==> src/hdl/fdcp_pkg.sv <==
// ----------------------------------------------------------------------------
// Framed decimal command parser package
// Shared types and constants: marker register set, result bundle, APB map.
// ----------------------------------------------------------------------------
package fdcp_pkg;

	// APB address width: three 32-bit registers at byte offsets 0, 4 and 8.
	localparam int APB_ADDR_W = 4;
	localparam int APB_DATA_W = 32;

	// Register indexes (paddr[3:2]).
	localparam logic [1:0] REG_START_MARKER  = 2'd0;
	localparam logic [1:0] REG_END_MARKER    = 2'd1;
	localparam logic [1:0] REG_CUSTOM_MARKER = 2'd2;

	// Reset values of the marker registers: '<', '>' and '*'.
	localparam logic [7:0] START_MARKER_RST  = 8'h3C;
	localparam logic [7:0] END_MARKER_RST    = 8'h3E;
	localparam logic [7:0] CUSTOM_MARKER_RST = 8'h2A;

	// Magnitude saturation point and the largest positive result.
	localparam logic [31:0] SAT_MAG = 32'h8000_0000;
	localparam logic [31:0] INT_MAX = 32'h7FFF_FFFF;

	// Message kinds.
	localparam logic KIND_NUMERIC = 1'b0;
	localparam logic KIND_CUSTOM  = 1'b1;

	typedef struct packed {
		logic [7:0] start_marker;
		logic [7:0] end_marker;
		logic [7:0] custom_marker;
	} markers_t;

	typedef struct packed {
		logic               emit;
		logic               message_kind;
		logic signed [31:0] selected_value;
	} result_t;

endpackage

==> src/hdl/fdcp_if.sv <==
// ----------------------------------------------------------------------------
// Framed decimal command parser channels
// Valid/ready channels for received bytes and for parsed results.
// ----------------------------------------------------------------------------

// Received byte channel.
interface fdcp_byte_if;
	logic       valid;
	logic       ready;
	logic [7:0] rx_byte;

	modport source (output valid, output rx_byte, input ready);
	modport sink (input valid, input rx_byte, output ready);
endinterface

// Parsed result channel.
interface fdcp_result_if;
	logic               valid;
	logic               ready;
	logic               message_kind;
	logic signed [31:0] selected_value;

	modport source (output valid, output message_kind, output selected_value, input ready);
	modport sink (input valid, input message_kind, input selected_value, output ready);
endinterface

==> src/hdl/framed_decimal_command_parser.sv <==
// ----------------------------------------------------------------------------
// Framed decimal command parser
// Takes one received byte per request on rx and returns one result on result
// for every frame closed by the end marker. Bytes outside a frame are ignored
// until the start marker; the first BUFFER_CHARS-1 payload bytes are read as a
// custom message (first byte equal to the custom marker) or as a signed decimal
// number in the manner of atoi, saturated to 32 bits. The block takes a new
// byte every clock cycle unless input stalls; a byte passes an input register
// and the frame and number logic (one multiply-by-ten-and-add), and its
// result, if any, is registered in the result register. Input stalls only
// while a result waits in the result register and a further byte is
// already held in the input register. The three marker registers sit on the
// APB port at byte offsets 0, 4 and 8 and should be written only while idle.
// ----------------------------------------------------------------------------
module framed_decimal_command_parser #(
	parameter int BUFFER_CHARS = 32
) (
	input  logic                            clk,
	input  logic                            arst_n,
	input  logic                            psel,
	input  logic                            penable,
	input  logic                            pwrite,
	input  logic [fdcp_pkg::APB_ADDR_W-1:0] paddr,
	input  logic [fdcp_pkg::APB_DATA_W-1:0] pwdata,
	output logic [fdcp_pkg::APB_DATA_W-1:0] prdata,
	output logic                            pready,
	fdcp_byte_if.sink                       rx,
	fdcp_result_if.source                   result
);

	fdcp_pkg::markers_t markers;
	fdcp_pkg::result_t  res;

	logic               valid_s1;
	logic [7:0]         rx_byte_s1;
	logic               res_valid_s2;
	logic               res_kind_s2;
	logic signed [31:0] res_value_s2;
	logic               stall;
	logic               s1_fire;

	fdcp_cfg u_cfg (
		.clk     (clk),
		.arst_n  (arst_n),
		.psel    (psel),
		.penable (penable),
		.pwrite  (pwrite),
		.paddr   (paddr),
		.pwdata  (pwdata),
		.prdata  (prdata),
		.pready  (pready),
		.markers (markers)
	);

	fdcp_parse #(
		.BUFFER_CHARS (BUFFER_CHARS)
	) u_parse (
		.clk     (clk),
		.arst_n  (arst_n),
		.fire    (s1_fire),
		.rx_byte (rx_byte_s1),
		.markers (markers),
		.res     (res)
	);

	// Flow control: the input stage moves on unless a result is still waiting.
	assign stall    = res_valid_s2 && !result.ready;
	assign s1_fire  = valid_s1 && !stall;
	assign rx.ready = !valid_s1 || !stall;

	// Input stage.
	always_ff @(posedge clk or negedge arst_n) begin
		if (!arst_n) begin
			valid_s1 <= 1'b0;
		end else if (rx.valid && rx.ready) begin
			valid_s1 <= 1'b1;
		end else if (s1_fire) begin
			valid_s1 <= 1'b0;
		end
	end

	always_ff @(posedge clk) begin
		if (rx.valid && rx.ready) begin
			rx_byte_s1 <= rx.rx_byte;
		end
	end

	// Result register.
	always_ff @(posedge clk or negedge arst_n) begin
		if (!arst_n) begin
			res_valid_s2 <= 1'b0;
		end else if (s1_fire) begin
			res_valid_s2 <= res.emit;
		end else if (result.ready) begin
			res_valid_s2 <= 1'b0;
		end
	end

	always_ff @(posedge clk) begin
		if (s1_fire && res.emit) begin
			res_kind_s2  <= res.message_kind;
			res_value_s2 <= res.selected_value;
		end
	end

	assign result.valid          = res_valid_s2;
	assign result.message_kind   = res_kind_s2;
	assign result.selected_value = res_value_s2;

`ifndef ASSERT_OFF
	// A new result only ever follows a byte leaving the input stage.
	a_result_from_byte: assert property (@(posedge clk) disable iff (!arst_n)
		$rose(res_valid_s2) |-> $past(s1_fire))
		else $error("result appeared without a byte being processed");

	// A newly accepted byte never overwrites one that has not been processed.
	a_no_overwrite: assert property (@(posedge clk) disable iff (!arst_n)
		(rx.valid && rx.ready) |-> (!valid_s1 || s1_fire))
		else $error("input stage overwritten while still holding a byte");

	// A custom message always carries a zero value.
	a_custom_zero: assert property (@(posedge clk) disable iff (!arst_n)
		(result.valid && (result.message_kind == fdcp_pkg::KIND_CUSTOM))
		|-> (result.selected_value == 32'sd0))
		else $error("custom message with non-zero value");
`endif

endmodule

==> src/hdl/fdcp_cfg.sv <==
// ----------------------------------------------------------------------------
// Framed decimal command parser register file
// APB slave holding the start, end and custom marker bytes.
// ----------------------------------------------------------------------------
module fdcp_cfg (
	input  logic                            clk,
	input  logic                            arst_n,
	input  logic                            psel,
	input  logic                            penable,
	input  logic                            pwrite,
	input  logic [fdcp_pkg::APB_ADDR_W-1:0] paddr,
	input  logic [fdcp_pkg::APB_DATA_W-1:0] pwdata,
	output logic [fdcp_pkg::APB_DATA_W-1:0] prdata,
	output logic                            pready,
	output fdcp_pkg::markers_t              markers
);

	logic       wr_en;
	logic [1:0] reg_idx;
	logic [7:0] start_marker_q;
	logic [7:0] end_marker_q;
	logic [7:0] custom_marker_q;

	// The write completes in the access phase; there are no wait states.
	assign pready  = 1'b1;
	assign wr_en   = psel && penable && pwrite;
	assign reg_idx = paddr[fdcp_pkg::APB_ADDR_W-1:2];

	// Marker registers; writes beyond the register list are dropped.
	always_ff @(posedge clk or negedge arst_n) begin
		if (!arst_n) begin
			start_marker_q  <= fdcp_pkg::START_MARKER_RST;
			end_marker_q    <= fdcp_pkg::END_MARKER_RST;
			custom_marker_q <= fdcp_pkg::CUSTOM_MARKER_RST;
		end else if (wr_en) begin
			case (reg_idx)
				fdcp_pkg::REG_START_MARKER:  start_marker_q  <= pwdata[7:0];
				fdcp_pkg::REG_END_MARKER:    end_marker_q    <= pwdata[7:0];
				fdcp_pkg::REG_CUSTOM_MARKER: custom_marker_q <= pwdata[7:0];
				default: ;
			endcase
		end
	end

	// Read mux; unmapped addresses read as zero.
	always_comb begin
		case (reg_idx)
			fdcp_pkg::REG_START_MARKER:  prdata = {24'd0, start_marker_q};
			fdcp_pkg::REG_END_MARKER:    prdata = {24'd0, end_marker_q};
			fdcp_pkg::REG_CUSTOM_MARKER: prdata = {24'd0, custom_marker_q};
			default:                     prdata = '0;
		endcase
	end

	assign markers.start_marker  = start_marker_q;
	assign markers.end_marker    = end_marker_q;
	assign markers.custom_marker = custom_marker_q;

endmodule

==> src/hdl/fdcp_parse.sv <==
// ----------------------------------------------------------------------------
// Framed decimal command parser frame and number state
// Tracks framing; accumulates the decimal value one byte per cycle on fire.
// ----------------------------------------------------------------------------
module fdcp_parse #(
	parameter int BUFFER_CHARS = 32
) (
	input  logic               clk,
	input  logic               arst_n,
	input  logic               fire,
	input  logic [7:0]         rx_byte,
	input  fdcp_pkg::markers_t markers,
	output fdcp_pkg::result_t  res
);

	localparam int              CNT_W     = $clog2(BUFFER_CHARS);
	localparam logic [CNT_W-1:0] CNT_LIMIT = CNT_W'(BUFFER_CHARS - 1);

	localparam logic [7:0] CH_TAB   = 8'h09;
	localparam logic [7:0] CH_CR    = 8'h0D;
	localparam logic [7:0] CH_SPACE = 8'h20;
	localparam logic [7:0] CH_PLUS  = 8'h2B;
	localparam logic [7:0] CH_MINUS = 8'h2D;
	localparam logic [7:0] CH_ZERO  = 8'h30;
	localparam logic [7:0] CH_NINE  = 8'h39;

	typedef enum logic [1:0] {
		PH_SPACE,
		PH_SIGN,
		PH_DIGITS,
		PH_STOP
	} phase_t;

	logic             in_frame_q, in_frame_n;
	logic [CNT_W-1:0] count_q, count_n;
	phase_t           phase_q, phase_n;
	logic             neg_q, neg_n;
	logic             custom_q, custom_n;
	logic [31:0]      mag_q, mag_n;

	logic             is_digit;
	logic             is_space;
	logic [3:0]       digit_val;
	logic [35:0]      mag_wide;
	logic [35:0]      mag_x10;
	logic [31:0]      mag_acc;
	logic             custom_res;
	logic [31:0]      value_res;

	// Byte classification and the saturating multiply-by-ten-and-add.
	always_comb begin
		is_digit  = (rx_byte >= CH_ZERO) && (rx_byte <= CH_NINE);
		is_space  = rx_byte inside {[CH_TAB:CH_CR], CH_SPACE};
		digit_val = 4'(rx_byte - CH_ZERO);
		mag_wide  = 36'(mag_q);
		mag_x10   = (mag_wide << 3) + (mag_wide << 1) + 36'(digit_val);
		mag_acc   = (mag_x10 > 36'(fdcp_pkg::SAT_MAG)) ? fdcp_pkg::SAT_MAG : mag_x10[31:0];
	end

	// Result of a closing end marker, formed from the state before it.
	always_comb begin
		custom_res = custom_q || ((count_q == '0) && (markers.custom_marker == 8'd0));
		if (neg_q) begin
			value_res = 32'd0 - mag_q;
		end else if (mag_q[31]) begin
			value_res = fdcp_pkg::INT_MAX;
		end else begin
			value_res = mag_q;
		end
	end

	// Next state of the frame and parser for the byte in the input stage.
	always_comb begin
		in_frame_n         = in_frame_q;
		count_n            = count_q;
		phase_n            = phase_q;
		neg_n              = neg_q;
		custom_n           = custom_q;
		mag_n              = mag_q;
		res.emit           = 1'b0;
		res.message_kind   = custom_res;
		res.selected_value = custom_res ? 32'sd0 : $signed(value_res);

		if (!in_frame_q) begin
			// Outside a frame only the start marker matters.
			if (rx_byte == markers.start_marker) begin
				in_frame_n = 1'b1;
				count_n    = '0;
				phase_n    = PH_SPACE;
				neg_n      = 1'b0;
				custom_n   = 1'b0;
				mag_n      = '0;
			end
		end else if (rx_byte != markers.end_marker) begin
			// Payload byte, dropped once the buffer is full.
			if (count_q < CNT_LIMIT) begin
				count_n = count_q + 1'b1;
				if ((count_q == '0) && (rx_byte == markers.custom_marker)) begin
					custom_n = 1'b1;
				end
				case (phase_q)
					PH_SPACE: begin
						if (is_space) begin
							phase_n = PH_SPACE;
						end else if ((rx_byte == CH_PLUS) || (rx_byte == CH_MINUS)) begin
							neg_n   = (rx_byte == CH_MINUS);
							phase_n = PH_SIGN;
						end else if (is_digit) begin
							mag_n   = 32'(digit_val);
							phase_n = PH_DIGITS;
						end else begin
							phase_n = PH_STOP;
						end
					end
					PH_SIGN, PH_DIGITS: begin
						if (is_digit) begin
							mag_n   = mag_acc;
							phase_n = PH_DIGITS;
						end else begin
							phase_n = PH_STOP;
						end
					end
					default: ;
				endcase
			end
		end else begin
			// End marker closes the frame and releases one result.
			res.emit   = 1'b1;
			in_frame_n = 1'b0;
			count_n    = '0;
			phase_n    = PH_SPACE;
			neg_n      = 1'b0;
			custom_n   = 1'b0;
			mag_n      = '0;
		end
	end

	// Frame and parser state, advanced once per byte taken from the input stage.
	always_ff @(posedge clk or negedge arst_n) begin
		if (!arst_n) begin
			in_frame_q <= 1'b0;
			count_q    <= '0;
			phase_q    <= PH_SPACE;
			neg_q      <= 1'b0;
			custom_q   <= 1'b0;
			mag_q      <= '0;
		end else if (fire) begin
			in_frame_q <= in_frame_n;
			count_q    <= count_n;
			phase_q    <= phase_n;
			neg_q      <= neg_n;
			custom_q   <= custom_n;
			mag_q      <= mag_n;
		end
	end

endmodule

==> src/flat_wrapper.sv <==
// flat-port wrapper written by rule: the top's interface ports become plain ports
module framed_decimal_command_parser_flat 
#(
	parameter int BUFFER_CHARS = 32
)
  (clk, arst_n, psel, penable, pwrite, paddr, pwdata, prdata, pready, rx_valid, rx_rx_byte, rx_ready, result_valid, result_message_kind, result_selected_value, result_ready);
  fdcp_byte_if rx_i ();
  fdcp_result_if result_i ();
  input  logic clk;
  input  logic arst_n;
  input  logic psel;
  input  logic penable;
  input  logic pwrite;
  input  logic [fdcp_pkg::APB_ADDR_W-1:0] paddr;
  input  logic [fdcp_pkg::APB_DATA_W-1:0] pwdata;
  output logic [fdcp_pkg::APB_DATA_W-1:0] prdata;
  output logic pready;
  input wire logic [$bits(rx_i.valid)-1:0] rx_valid;
  input wire logic [$bits(rx_i.rx_byte)-1:0] rx_rx_byte;
  output wire logic [$bits(rx_i.ready)-1:0] rx_ready;
  output wire logic [$bits(result_i.valid)-1:0] result_valid;
  output wire logic [$bits(result_i.message_kind)-1:0] result_message_kind;
  output wire logic [$bits(result_i.selected_value)-1:0] result_selected_value;
  input wire logic [$bits(result_i.ready)-1:0] result_ready;
  assign rx_i.valid = rx_valid;
  assign rx_i.rx_byte = rx_rx_byte;
  assign rx_ready = rx_i.ready;
  assign result_valid = result_i.valid;
  assign result_message_kind = result_i.message_kind;
  assign result_selected_value = result_i.selected_value;
  assign result_i.ready = result_ready;
  framed_decimal_command_parser #(.BUFFER_CHARS(BUFFER_CHARS)) u_core (.clk(clk), .arst_n(arst_n), .psel(psel), .penable(penable), .pwrite(pwrite), .paddr(paddr), .pwdata(pwdata), .prdata(prdata), .pready(pready), .rx(rx_i), .result(result_i));
endmodule
==> config.mk <==
export PLATFORM = sky130hd
export DESIGN_NAME = framed_decimal_command_parser_flat
export DESIGN_NICKNAME = d
export VERILOG_FILES = /design/src/hdl/fdcp_pkg.sv /design/src/hdl/fdcp_if.sv /design/src/hdl/framed_decimal_command_parser.sv /design/src/hdl/fdcp_cfg.sv /design/src/hdl/fdcp_parse.sv /design/src/flat_wrapper.sv
export SDC_FILE = /design/constraint.sdc
export NUM_CORES = 1
export LEC_CHECK = 0
export ABC_AREA = 1
export BUFFER_PORTS_ARGS = -buffer_cell sky130_fd_sc_hd__clkbuf_2
export CAP_MARGIN = 10
export CORE_MARGIN = 1.5
export CORE_UTILIZATION = 38
export DETAILED_ROUTE_END_ITERATION = 7
export GPL_TIMING_DRIVEN = 0
export PLACE_DENSITY = 0.64
export SYNTH_ARGS = -nofsm -noshare
export SYNTH_HDL_FRONTEND = slang
export SYNTH_HIERARCHICAL = 1
export SYNTH_SLANG_ARGS = --single-unit
==> constraint.sdc <==
create_clock -name clk -period 4 [get_ports clk]
set_input_delay 0.6 -clock clk [delete_from_list [all_inputs] [get_ports clk]]
set_output_delay 0.6 -clock clk [all_outputs]
set_load 0.1 [all_outputs]
; ---- Word-level counts from Yosys, hierarchy flattened
; Index checks and enable logic that the tools add are counted.
[totals]
reg_bits = 109
in_bits = 51
output_inout_bits = 68
[op_classes]
n_addsub = 5
order_cmp = 6
n_eq_ne = 20
mux = 45
n_reduce_logical = 33
[op_table]
columns = op, n
row1 = 2-to-1 mux 32 bit, 10
row2 = one-hot mux 32 bit (2 select lines), 1
row3 = adder 35 x 33 -> 36 bit, 1
row4 = adder 36 x 4 -> 36 bit, 1
row5 = "> comparator 36 x 32 -> 1 bit, second input constant", 1
row6 = "subtractor 1 x 32 -> 32 bit, first input constant", 1
row7 = 2-to-1 mux 31 bit, 1
row8 = "equality test 8 x 6 -> 1 bit, second input constant", 3
row9 = one-hot mux 8 bit (3 select lines), 1
row10 = 2-to-1 mux 1 bit, 21
row11 = 2-to-1 mux 5 bit, 4
row12 = equality test 8 bit, 2
row13 = "inequality test 4 bit, second input constant", 4
row14 = 2-to-1 mux 2 bit, 6
row15 = "inequality test 3 x 2 -> 1 bit, second input constant", 4
row16 = logical AND 1 bit, 10
row17 = ">= comparator 8 x 4 -> 1 bit, second input constant", 1
row18 = ">= comparator 8 x 6 -> 1 bit, second input constant", 1
row19 = "<= comparator 8 x 4 -> 1 bit, second input constant", 1
row20 = "<= comparator 8 x 6 -> 1 bit, second input constant", 1
row21 = logical NOT 8 bit, 1
row22 = inequality test 8 bit, 1
row23 = AND reduction 4 bit, 2
row24 = AND reduction 8 bit, 1
row25 = 17 further kinds, 29

; ---- Logic depth before layout (Yosys ltp)
; Gate-level depths: netlist of run 1.
[logic_depth]
word_depth = 9
mapped_depth = 26
ltp_nobuf = 23

; ---- Hierarchy
; The synthesis of run 1 kept the hierarchy.
[by_module_without_submodules]
columns = module, instances, cells_per_inst, area_per_inst_um2
row1 = fdcp_parse, 1, 1146, 6713.9
row2 = framed_decimal_command_parser, 1, 56, 1337.5
row3 = fdcp_cfg, 1, 173, 1322.5

; ---- Worst setup path after synthesis of run 1
; Ideal clock, no wire load.
[synth_path]
path_kind = register -> register
startpoint = reg u_core.rx_byte_s1[3]
endpoint = reg u_core.u_parse.mag_q[12]
setup_ps = 74
arrival_ps = 2881
required_time_ps = 3926
slack_ps = 1045
path_stages_with_launch = 23
path_buffers = 2
cell_sequence = edfxtp_1 -> buf_4 -> inv_2 -> fa_1 -> fa_1 -> inv_1 -> nand3_1 -> nand2_1 -> nand2_1 -> nand2_2 -> nand2_1 -> nand2_1 -> nand2_1 -> nand2_1 -> nand2_1 -> nor3_2 -> nand2_1 -> nor2_1 -> nand2_1 -> nand2_2 -> nand2_4 -> buf_6 -> o21ai_2
[synth_between]
elab_chain_cells = 9
elab_cells_between_ends = 30
cone_classes = add/sub: 2 / order compare: 5 / eq/ne: 11 / mux: 6 / reduce/logical: 6
[synth_lines]
columns = item, line_no
row1 = from (decl), framed_decimal_command_parser.sv:35  ; logic [7:0] rx_byte_s1;
row2 = from (signal assigned), framed_decimal_command_parser.sv:84  ; rx_byte_s1 <= rx.rx_byte;
row3 = subtractor 4 x 1 -> 4 bit, fdcp_parse.sv:54  ; digit_val = 4'(rx_byte - CH_ZERO);
row4 = adder 36 x 4 -> 36 bit, fdcp_parse.sv:56  ; mag_x10 = (mag_wide << 3) + (mag_wide << 1) + 36'(digit_val);
row5 = > comparator 36 x 32 -> 1 bit, fdcp_parse.sv:57  ; mag_acc = (mag_x10 > 36'(fdcp_pkg::SAT_MAG)) ? fdcp_pkg::SAT_MAG : mag_x10[31:0];
row6 = 2-to-1 mux 32 bit, fdcp_parse.sv:57
row7 = 2-to-1 mux 32 bit, fdcp_parse.sv:116  ; if (is_digit) begin
row8 = one-hot mux 32 bit (2 select lines), fdcp_parse.sv:101  ; case (phase_q)
row9 = 2-to-1 mux 32 bit, fdcp_parse.sv:96  ; if (count_q < CNT_LIMIT) begin
row10 = 2-to-1 mux 32 bit, fdcp_parse.sv:94  ; end else if (rx_byte != markers.end_marker) begin
row11 = 2-to-1 mux 32 bit, fdcp_parse.sv:84  ; if (!in_frame_q) begin
row12 = to (signal assigned), fdcp_parse.sv:153  ; mag_q <= mag_n;
row13 = to (decl), fdcp_parse.sv:39  ; logic [31:0] mag_q, mag_n;
; Parallel ways exist; a longest one is shown, timed or not. The select of a mux whose other input is x is not followed.
; A chain may end at the register's enable or synchronous reset.

; ---- Final worst setup path of run 1
[layout_path]
startpoint = reg u_core.rx_byte_s1[3]
endpoint = reg u_core.u_parse.mag_q[3]
; Same word-level chain as after synthesis.

==> impl_metrics.tcl, run 1 <==
set metrics [dict create \
    cts_resized 0 \
    ctsHoldBuffers 0 \
    firstDrtPassIters 5 \
    p_comb_share_pct 41.8 \
    worst_pin_slew_ns 1.039 \
    hold_viol_final 0 \
    antenna_cells 0 \
    dieHeight_um 160.1 \
    period_share_pct 87.54 \
    gp_congestion 0.9207 \
    placed_cells 1790 \
    max_freq_mhz 285.6 \
    slew_headroom_pct 30.75 \
    drv_cap 0 \
    grt_max_degree 47 \
    status "completed" \
    rsz0062_at_grt "false" \
    cp.arrival_ns 3.79 \
    vdd_ir_drop_max_uv 234.8 \
    num-fill-cells 2546 \
    via_per_inst 4.878 \
    end_kind "flip-flop" \
    p_total_mw 3.992 \
    synthesis.instances 1375 \
    hold_path.class "in2async" \
    clock_skew_ns 0.01114 \
    drive_gt1_share_pct 15.25 \
    crit_path_end "u_core/u_parse/mag_q[3]" \
    power_switching_mw 1.698 \
    p_int_mw 2.293 \
    ys_ff_latch 109 \
    antenna_found_initial 0 \
    reg2regPathDepth 19 \
    core_area_sq_um 24250 \
    synth_area_sq_um 9374 \
    ys_seq_area_share_pct 31.45 \
    worstSkewPairLatency_ns 0.35 \
    grt.total_usage_pct 19.61 \
    start_util_pct 38.66 \
    areaGrowthSynthToFinish_pct 12.36 \
    reg2reg_to "u_core/u_parse/mag_q[3]" \
    cts_setup_buffers 0 \
    hold_ws_ns 0.1751 \
    final.setup.tns_ns 0 \
    slew_viol_final 0 \
    die_w_um 160.1 \
    rr_startpoint "u_core/rx_byte_s1[3]" \
    cts_buffers 9 \
    r2r_slack_ns 0.50 \
    powerDensity_nw_per_um2 379.0 \
    wirelength_mm 25.03 \
    cts_buffer_depth 2 \
    clk_pin_slew_ns 0.08 \
    start_kind "flip-flop" \
    tritoncts "yes" \
    switching_share_pct 42.54 \
    drc 0 \
    synth_edf_count 41 \
    fin_cells 1806 \
    antenna_left 0 \
    final_common_cell "nand2_1" \
    synth_cell_types 52 \
    worst-setup-path-type "reg2reg" \
    seqPwrFrac_pct 36.0 \
    synth_area_per_cell_sq_um 6.817 \
    cts_root_buf "clkbuf_16" \
    dpl.hpwl_mm 20.49 \
    synth-async-reset-ratio_pct 62.39 \
    fp.dieArea_sq_um 25620 \
    period_needed_ns 3.502 \
    clock-sinks 109 \
    grt_pass1_wl_mm 40.50 \
    cts_htree_levels 3 \
    worst_ep_required_time_ns 4.29 \
    power_leakage_nw 5.585 \
    vias 8810 \
    cp_max_fo 6 \
    p_clk_share_pct 22.2 \
    rows 57 \
    grt_pass1_vias 8050 \
    ys.flop_type "dfrtp_1" \
    ys.warnings.count 6 \
    setup_viol 0 \
    drt_iter0_drc 675 \
    portBuffers 67 \
    critical_path.startpoint "u_core/rx_byte_s1[3]" \
    layout_common_cells "nand2_1, inv_1, nor2_1" \
    grt_overflow 0 \
    io_pins 119 \
    detail_route.wl_per_cell_um 13.86 \
    nNetsFinal 1599 \
]
## synth_stat cells (14+ instances only)
master	count	area, sq um
edfxtp_1	41	1231
inv_1	189	709.4
nand2_2	19	118.9
buf_4	27	202.7
nand2_1	472	1772
o21ai_0	36	180.2
dfrtp_1	56	1401
o21ai_2	21	183.9
nor3_1	27	135.1
nand3_1	77	385.4
a21oi_1	46	230.2
nor2_1	107	401.6
nand4_1	18	112.6
inv_2	14	52.55
ha_1	69	863.3
## worst min path at each step
stage / startpoint / end / slack, ns / cells past startpoint
after global placement: u_core/u_cfg/start_marker_q[3] / u_core/u_cfg/start_marker_q[3] / 0.47 / 2
final: arst_n / u_core/u_cfg/custom_marker_q[6] / 0.18 / 1
after detailed placement: u_core/u_cfg/start_marker_q[3] / u_core/u_cfg/start_marker_q[3] / 0.47 / 2
after CTS: arst_n / u_core/u_cfg/custom_marker_q[6] / 0.18 / 1
after floorplan: arst_n / u_core/result.valid / 0.30 / 0
after global routing: arst_n / u_core/u_cfg/custom_marker_q[6] / 0.18 / 1
## through the flow
| stage | area [sq um] | worst slack [ns] | utilization, % |
|---|---|---|---|
| floorplan | 9460 | 1.045 | - |
| detailed placement | 10240 | 0.5430 | 42.22 |
| global placement | 10200 | 0.2384 | 42.07 |
| global route | 10530 | 0.1789 | 43.44 |
| CTS | 10530 | 0.5035 | 43.44 |
| finish | 10530 | 0.4983 | 43.44 |
## power by group through the flow
stage                     registers [mW]  logic, mW  clock network, mW
after global routing                1.45       1.86              0.945
final                               1.44       1.67              0.887
after detailed placement            1.46       1.65                  0
after global placement              1.46       1.62                  0
after floorplan                     1.41       1.31                  0
after CTS                           1.44       1.66              0.907
## sequential cells by signal, indices dropped and copies added, names as in the netlist
register                      count
u_core/u_cfg/custom_marker_q      8
u_core/result.message_kind        1
u_core/u_parse/mag_q             32
u_core/valid_s1                   1
u_core/u_cfg/end_marker_q         8
u_core/u_parse/neg_q              1
u_core/u_parse/custom_q           1
u_core/result.valid               1
u_core/rx_byte_s1                 8
u_core/u_parse/count_q            5
u_core/u_cfg/start_marker_q       8
u_core/result.selected_value     32
u_core/u_parse/phase_q            2
u_core/u_parse/in_frame_q         1
## critical path, cell delays in order, from the launching register on
cell and delay, ns:
edfxtp_1 0.32, buf_4 0.16, inv_2 0.08, fa_1 0.56, fa_1 0.50, inv_1 0.11
nand3_1 0.09, nand2_1 0.12, nand2_1 0.09, nand2_2 0.10, nand2_1 0.08, nand2_1 0.12
nand3_1 0.11, nand3_1 0.12, nand3_1 0.12, nor2_4 0.24, nand3_1 0.17, nand3_1 0.18
nand3_1 0.10, nand2_1 0.06
## logic make-up after synthesis
kind of cell	Yosys count	synth area share, %
buf+inv	250	11.40
flops	109	31.45
other cells	2	0.08012
compound gates	147	9.770
simple gates	784	36.55
fa+ha+maj	71	9.637
xor+xnor	12	1.121
## area by class of cell
cell class / count / area [sq um] / area share, %
flip-flops and latches: 109 / 2948 / 27.99
multi-input cells: 1039 / 5451 / 51.76
clock buffers: 11 / 254.0 / 2.412
repair buffers: 68 / 365.4 / 3.469
plain buffers: 47 / 306.5 / 2.910
clock inverters: 5 / 40.04 / 0.3801
well taps: 324 / 405.4 / 3.849
inverters: 203 / 762.0 / 7.235
## metal layers
| metal | global-route usage (%) | share of wire (%) | vias to the layer above |
|---|---|---|---|
| li1 | - | - | 4578 |
| met1 | 24.70 | 44 | 3993 |
| met2 | 35.20 | 50 | 211 |
| met3 | 2.779 | 4.2 | 28 |
| met4 | 4.758 | 1.6 | 0 |
| met5 | 0 | 0 | - |
Note: power is estimated with default switching activity, not from simulation.
==> inputs of run 2 (changes only) <==
--- a/config.mk
+++ b/config.mk
@@ -9,4 +9,5 @@
 export BUFFER_PORTS_ARGS = -buffer_cell sky130_fd_sc_hd__clkbuf_2
 export CAP_MARGIN = 10
+export CORE_ASPECT_RATIO = 2
 export CORE_MARGIN = 1.5
 export CORE_UTILIZATION = 38
==> constraint.sdc (replaced) <==
create_clock -name clk -period 4 [get_ports clk]
set_input_delay 0.6 -clock clk [delete_from_list [all_inputs] [get_ports clk]]
set_output_delay 0.6 -clock clk [all_outputs]
set_load 0.05 [all_outputs]
==> run 2 against run 1 <==
  * Sequential share of layout area grew 0.093 points
  * Sequential power is essentially flat
  * Worst setup slack got worse by 0.13 ns
  * Critical endpoint is now u_core/u_parse/mag_q[22]
==> impl_metrics.tcl, run 2 (synthesis results as in run 1) <==
set metrics [dict create \
    start_util_pct 38.54 \
    placed_cells 1756 \
    crit_buf_inv 3 \
    io_pins 119 \
    worst-setup-path-type "reg2reg" \
    rsz0062_at_grt "false" \
    final_common_cell "nand2_1" \
    cts_buffers 9 \
    cpMaxStageDelayCell "fa_1" \
    nNetsFinal 1599 \
    final.setup.tns_ns 0 \
    wirelength_mm 28.13 \
    grt_pass1_wl_mm 44.15 \
    die_w_um 114.1 \
    slew_viol_final 0 \
    drv_cap 0 \
    drive_gt1_share_pct 15.25 \
    setup_viol 0 \
    cpPeakStageDelay_ns 0.59 \
    powerDensity_nw_per_um2 377.7 \
    cts_root_buf "clkbuf_16" \
    antenna_left 0 \
    core_area_sq_um 24320 \
    cp_common_cell "nand2_1" \
    slew_headroom_pct 37.22 \
    cts_htree_levels 3 \
    areaGrowthSynthToFinish_pct 11.99 \
    status "completed" \
    ctsHoldBuffers 0 \
    worstSkewPairLatency_ns 0.36 \
    vias 9086 \
    gp_congestion 0.9485 \
    cts_buffer_depth 2 \
    finalWorstSetupSlack_ns 0.3644 \
    antenna_found_initial 0 \
    antenna_cells 0 \
    cts_resized 0 \
    cp_max_fo 10 \
    hold_path.class "in2async" \
    grt_pass1_vias 8942 \
    vdd_ir_drop_max_uv 261.2 \
    crit_chain "inv_1 > fa_1 > inv_1 > ha_1 > nand3_1 > nand2_2 > nand2_1 > nand2_2 > nand2_1 > nand2_1 > nand2_1 > nand2_1 > nand2_1 > nand2_1 > nor2_1 > nand2_1 > nor2_1 > nand2_1 > nand2_2 > nand2_4 > buf_6 > o21ai_2" \
    dpl_worst_slack_ns 0.4042 \
    grt.total_usage_pct 22.56 \
    regArea_sq_um 2948 \
    end_kind "flip-flop" \
    fp.dieArea_sq_um 25680 \
    via_per_inst 5.128 \
    power_leakage_nw 5.588 \
    grt_overflow 0 \
    detail_route.wl_per_cell_um 15.87 \
    portBuffers 67 \
    tritoncts "yes" \
    period_needed_ns 3.636 \
    worst_pin_slew_ns 0.9395 \
    firstDrtPassIters 7 \
    clk_pin_slew_ns 0.08 \
    fin_cells 1772 \
    drt_iter0_drc 410 \
    rows 81 \
    clock_skew_ns 0.01039 \
    cts_setup_buffers 0 \
    num-fill-cells 2597 \
    drc 0 \
    worst_ep_required_time_ns 4.29 \
    dpl.hpwl_mm 23.36 \
    max_freq_mhz 275.1 \
    grt_max_degree 40 \
    period_share_pct 90.89 \
    hold_viol_final 0 \
    cp.arrival_ns 3.92 \
    start_kind "flip-flop" \
    path_delay_family "simple AND/OR/NAND/NOR gates" \
    clock-sinks 109 \
    multi_input_area_sq_um 5451 \
    dieHeight_um 225.1 \
    layout_common_cells "nand2_1, inv_1, nor2_1" \
]
## run 2: cell count changes in the layout (fill, tap and decap cells not counted), sizes merged
cell / change
clkbuf: -1
bufinv: +1
clkinv: -1
inv: +1
## run 2: routing by layer
| layer | vias to the layer above | global-route usage (%) | share of wire, % |
|---|---|---|---|
| met4 | 0 | 19.15 | 9.8 |
| met2 | 288 | 44.83 | 56 |
| met1 | 4098 | 19.19 | 32 |
| li1 | 4570 | - | - |
| met3 | 130 | 2.340 | 2.9 |
| met5 | - | 0 | 0 |
## run 2: worst paths after layout
check | slack, ns | start | cells past startpoint | end
max | 0.36 | u_core/u_parse/mag_q[2] | 22 | u_core/u_parse/mag_q[22]
min | 0.21 | arst_n | 1 | u_core/u_cfg/start_marker_q[6]
max reg2reg | 0.36 | u_core/u_parse/mag_q[2] | 22 | u_core/u_parse/mag_q[22]
min reg2reg | 0.48 | u_core/u_cfg/start_marker_q[4] | 2 | u_core/u_cfg/start_marker_q[4]
max in group asynchronous | 3.23 | arst_n | 2 | u_core/u_parse/mag_q[26]
min in group clk | 0.41 | rx_rx_byte[5] | 1 | u_core/rx_byte_s1[5]
## run 2: final cells by class
class,count,area share (%)
inverters,203,7.259
plain buffers,47,2.920
flip-flops and latches,109,28.08
well taps,290,3.456
clock buffers,10,2.181
repair buffers,68,3.409
multi-input cells,1039,51.93
clock inverters,6,0.7628
## run 2: per-stage QoR
stage | instance area (sq um) | util (%) | total power [mW] | hold slack (ns)
after floorplan | 9460 | - | 2.618 | 0.3044
after global placement | 10160 | 41.76 | 3.014 | 0.4697
after detailed placement | 10190 | 41.89 | 3.041 | 0.4699
after CTS | 10500 | 43.16 | 3.979 | 0.2146
after global routing | 10500 | 43.16 | 4.243 | 0.2323
final | 10500 | 43.16 | 3.965 | 0.2074
## run 2: report_power, final
part	switching [mW]	total, mW	internal [mW]
logic	1.04	1.57	0.528
registers	0.157	1.45	1.30
clock network	0.441	0.941	0.500
==> inputs of run 3 (changes only) <==
Settings changed: CORE_UTILIZATION 38 to 60, PLACE_DENSITY 0.64 to 0.9.
==> run 3 against run 2 <==
  * Register-to-register slack worse by 0.07 ns
  * Clock skew is 0.0012 ns lower
  * Non-clock buffer count stayed put
  * Critical path type unchanged
  * Largest cell class unchanged
==> impl_metrics.tcl, run 3 (synthesis results as in run 1) <==
set metrics [dict create \
    status "completed" \
    vias 9618 \
    period_share_pct 92.73 \
    cp_max_fo 10 \
    cp_common_cell "nand2_1" \
    worst_pin_slew_ns 0.8814 \
    hold_viol_final 0 \
    cpMaxStageDelayCell "fa_1" \
    portBuffers 67 \
    placed_cells 1664 \
    io_pins 119 \
    power_leakage_nw 5.587 \
    rsz0062_at_grt "false" \
    die_w_um 91.39 \
    detail_route.wl_per_cell_um 16.63 \
    antenna_left 0 \
    grt_util_met2_pct 63.40 \
    cpPeakStageDelay_ns 0.72 \
    dieHeight_um 179.8 \
    areaGrowthSynthToFinish_pct 10.79 \
    via_per_inst 5.725 \
    nNetsFinal 1599 \
    crit_chain "inv_1 > fa_1 > inv_1 > ha_1 > nand3_1 > nand2_2 > nand2_1 > nand2_2 > nand2_1 > nand2_1 > nand2_1 > nand2_1 > nand2_1 > nand2_1 > nor2_1 > nand2_1 > nor2_1 > nand2_1 > nand2_2 > nand2_4 > buf_6 > o21ai_2" \
    drive_gt1_share_pct 15.38 \
    fp.dieArea_sq_um 16430 \
    cts_htree_levels 3 \
    cts_buffers 9 \
    dpl.hpwl_mm 22.00 \
    clk_pin_slew_ns 0.08 \
    end_kind "flip-flop" \
    drt_iter0_drc 779 \
    start_kind "flip-flop" \
    clock-sinks 109 \
    max_freq_mhz 269.6 \
    cp.arrival_ns 3.99 \
    fin_cells 1680 \
    tritoncts "yes" \
    clock_skew_ns 0.009223 \
    cts_root_buf "clkbuf_16" \
    vdd_ir_drop_max_uv 406.6 \
    setup_viol 0 \
    layout_common_cells "nand2_1, inv_1, nor2_1" \
    grt_pass1_wl_mm 43.77 \
    wirelength_mm 27.93 \
    start_util_pct 61.29 \
    drv_cap 0 \
    final.setup.tns_ns 0 \
    r2r_slack_ns 0.29 \
    worst-setup-path-type "reg2reg" \
    rows 64 \
    grt_use_met3_pct 4.992 \
    worst_ep_required_time_ns 4.28 \
    core_area_sq_um 15290 \
    met1_usage_pct 29.06 \
    powerDensity_nw_per_um2 386.7 \
    drc 0 \
    grt_overflow 0 \
    period_needed_ns 3.709 \
    slew_headroom_pct 41.10 \
    busiest_layer "met2" \
    firstDrtPassIters 7 \
    grt_pass1_vias 9398 \
    gp_congestion 1.032 \
    hold_path.class "in2async" \
    cts_buffer_depth 2 \
    final_common_cell "nand2_1" \
    antenna_cells 0 \
    slew_viol_final 0 \
    grt_max_degree 63 \
    grt.total_usage_pct 34.20 \
    antenna_found_initial 0 \
    worstSkewPairLatency_ns 0.35 \
]
-- run 3: report_power, final --
part | internal, mW | switching [mW]
combinational | 0.539 | 1.11
sequential | 1.30 | 0.167
clock | 0.445 | 0.458
-- run 3: timing repair --
| action | 4_1_cts | 5_1_grt |
|---|---|---|
| resized for setup | 0 | 1 |
| hold buffers | 0 | 0 |
| endpoints found under the hold margin | 0 | 0 |
| setup buffers | 0 | 0 |
| endpoints found under the setup margin | 0 | 1 |
-- run 3: critical path: cells and delay by family (launching register included) --
kind,cells,cell delay [ns]
and+or+nand+nor,16,1.56
buffers and inverters,3,0.41
AOI/OAI and AO/OA,1,0.12
DFF,1,0.48
adders and majority gates,2,1.04
-- run 3: final timing paths --
check / start / cells past startpoint / endpoint
max: u_core/u_parse/mag_q[0] / 22 / u_core/u_parse/mag_q[22]
min: arst_n / 1 / u_core/u_cfg/start_marker_q[7]
max reg2reg: u_core/u_parse/mag_q[0] / 22 / u_core/u_parse/mag_q[22]
min reg2reg: u_core/u_cfg/end_marker_q[5] / 2 / u_core/u_cfg/end_marker_q[5]
max in group asynchronous: arst_n / 2 / u_core/u_cfg/end_marker_q[3]
min in group clk: rx_rx_byte[5] / 1 / u_core/rx_byte_s1[5]
-- run 3: cell type report --
class | instances | area, sq um
repair buffers | 68 | 365.4
clock inverters | 7 | 77.57
plain buffers | 47 | 306.5
multi-input cells | 1039 | 5451
inverters | 203 | 762.0
fillers | 1313 | 4910
well taps | 198 | 247.7
clock buffers | 9 | 225.2
flip-flops and latches | 109 | 2949
-- run 3: through the flow --
stage | hold WS, ns | power [mW] | area, sq um | setup slack, ns | util (%)
floorplan | 0.3044 | 2.618 | 9460 | 1.045 | -
global placement | 0.4676 | 2.991 | 10040 | 0.4074 | 65.67
detailed placement | 0.4565 | 3.046 | 10080 | 0.4228 | 65.91
CTS | 0.07976 | 3.958 | 10380 | 0.3897 | 67.89
global route | 0.08078 | 4.212 | 10390 | 0.09188 | 67.90
finish | 0.08362 | 4.016 | 10390 | 0.2908 | 67.90
-- run 3: layer usage --
layer	part of all wire [%]	vias to the layer above
li1	-	4576
met5	0	-
met3	5.1	213
met2	52	500
met1	30	4329
met4	12	0
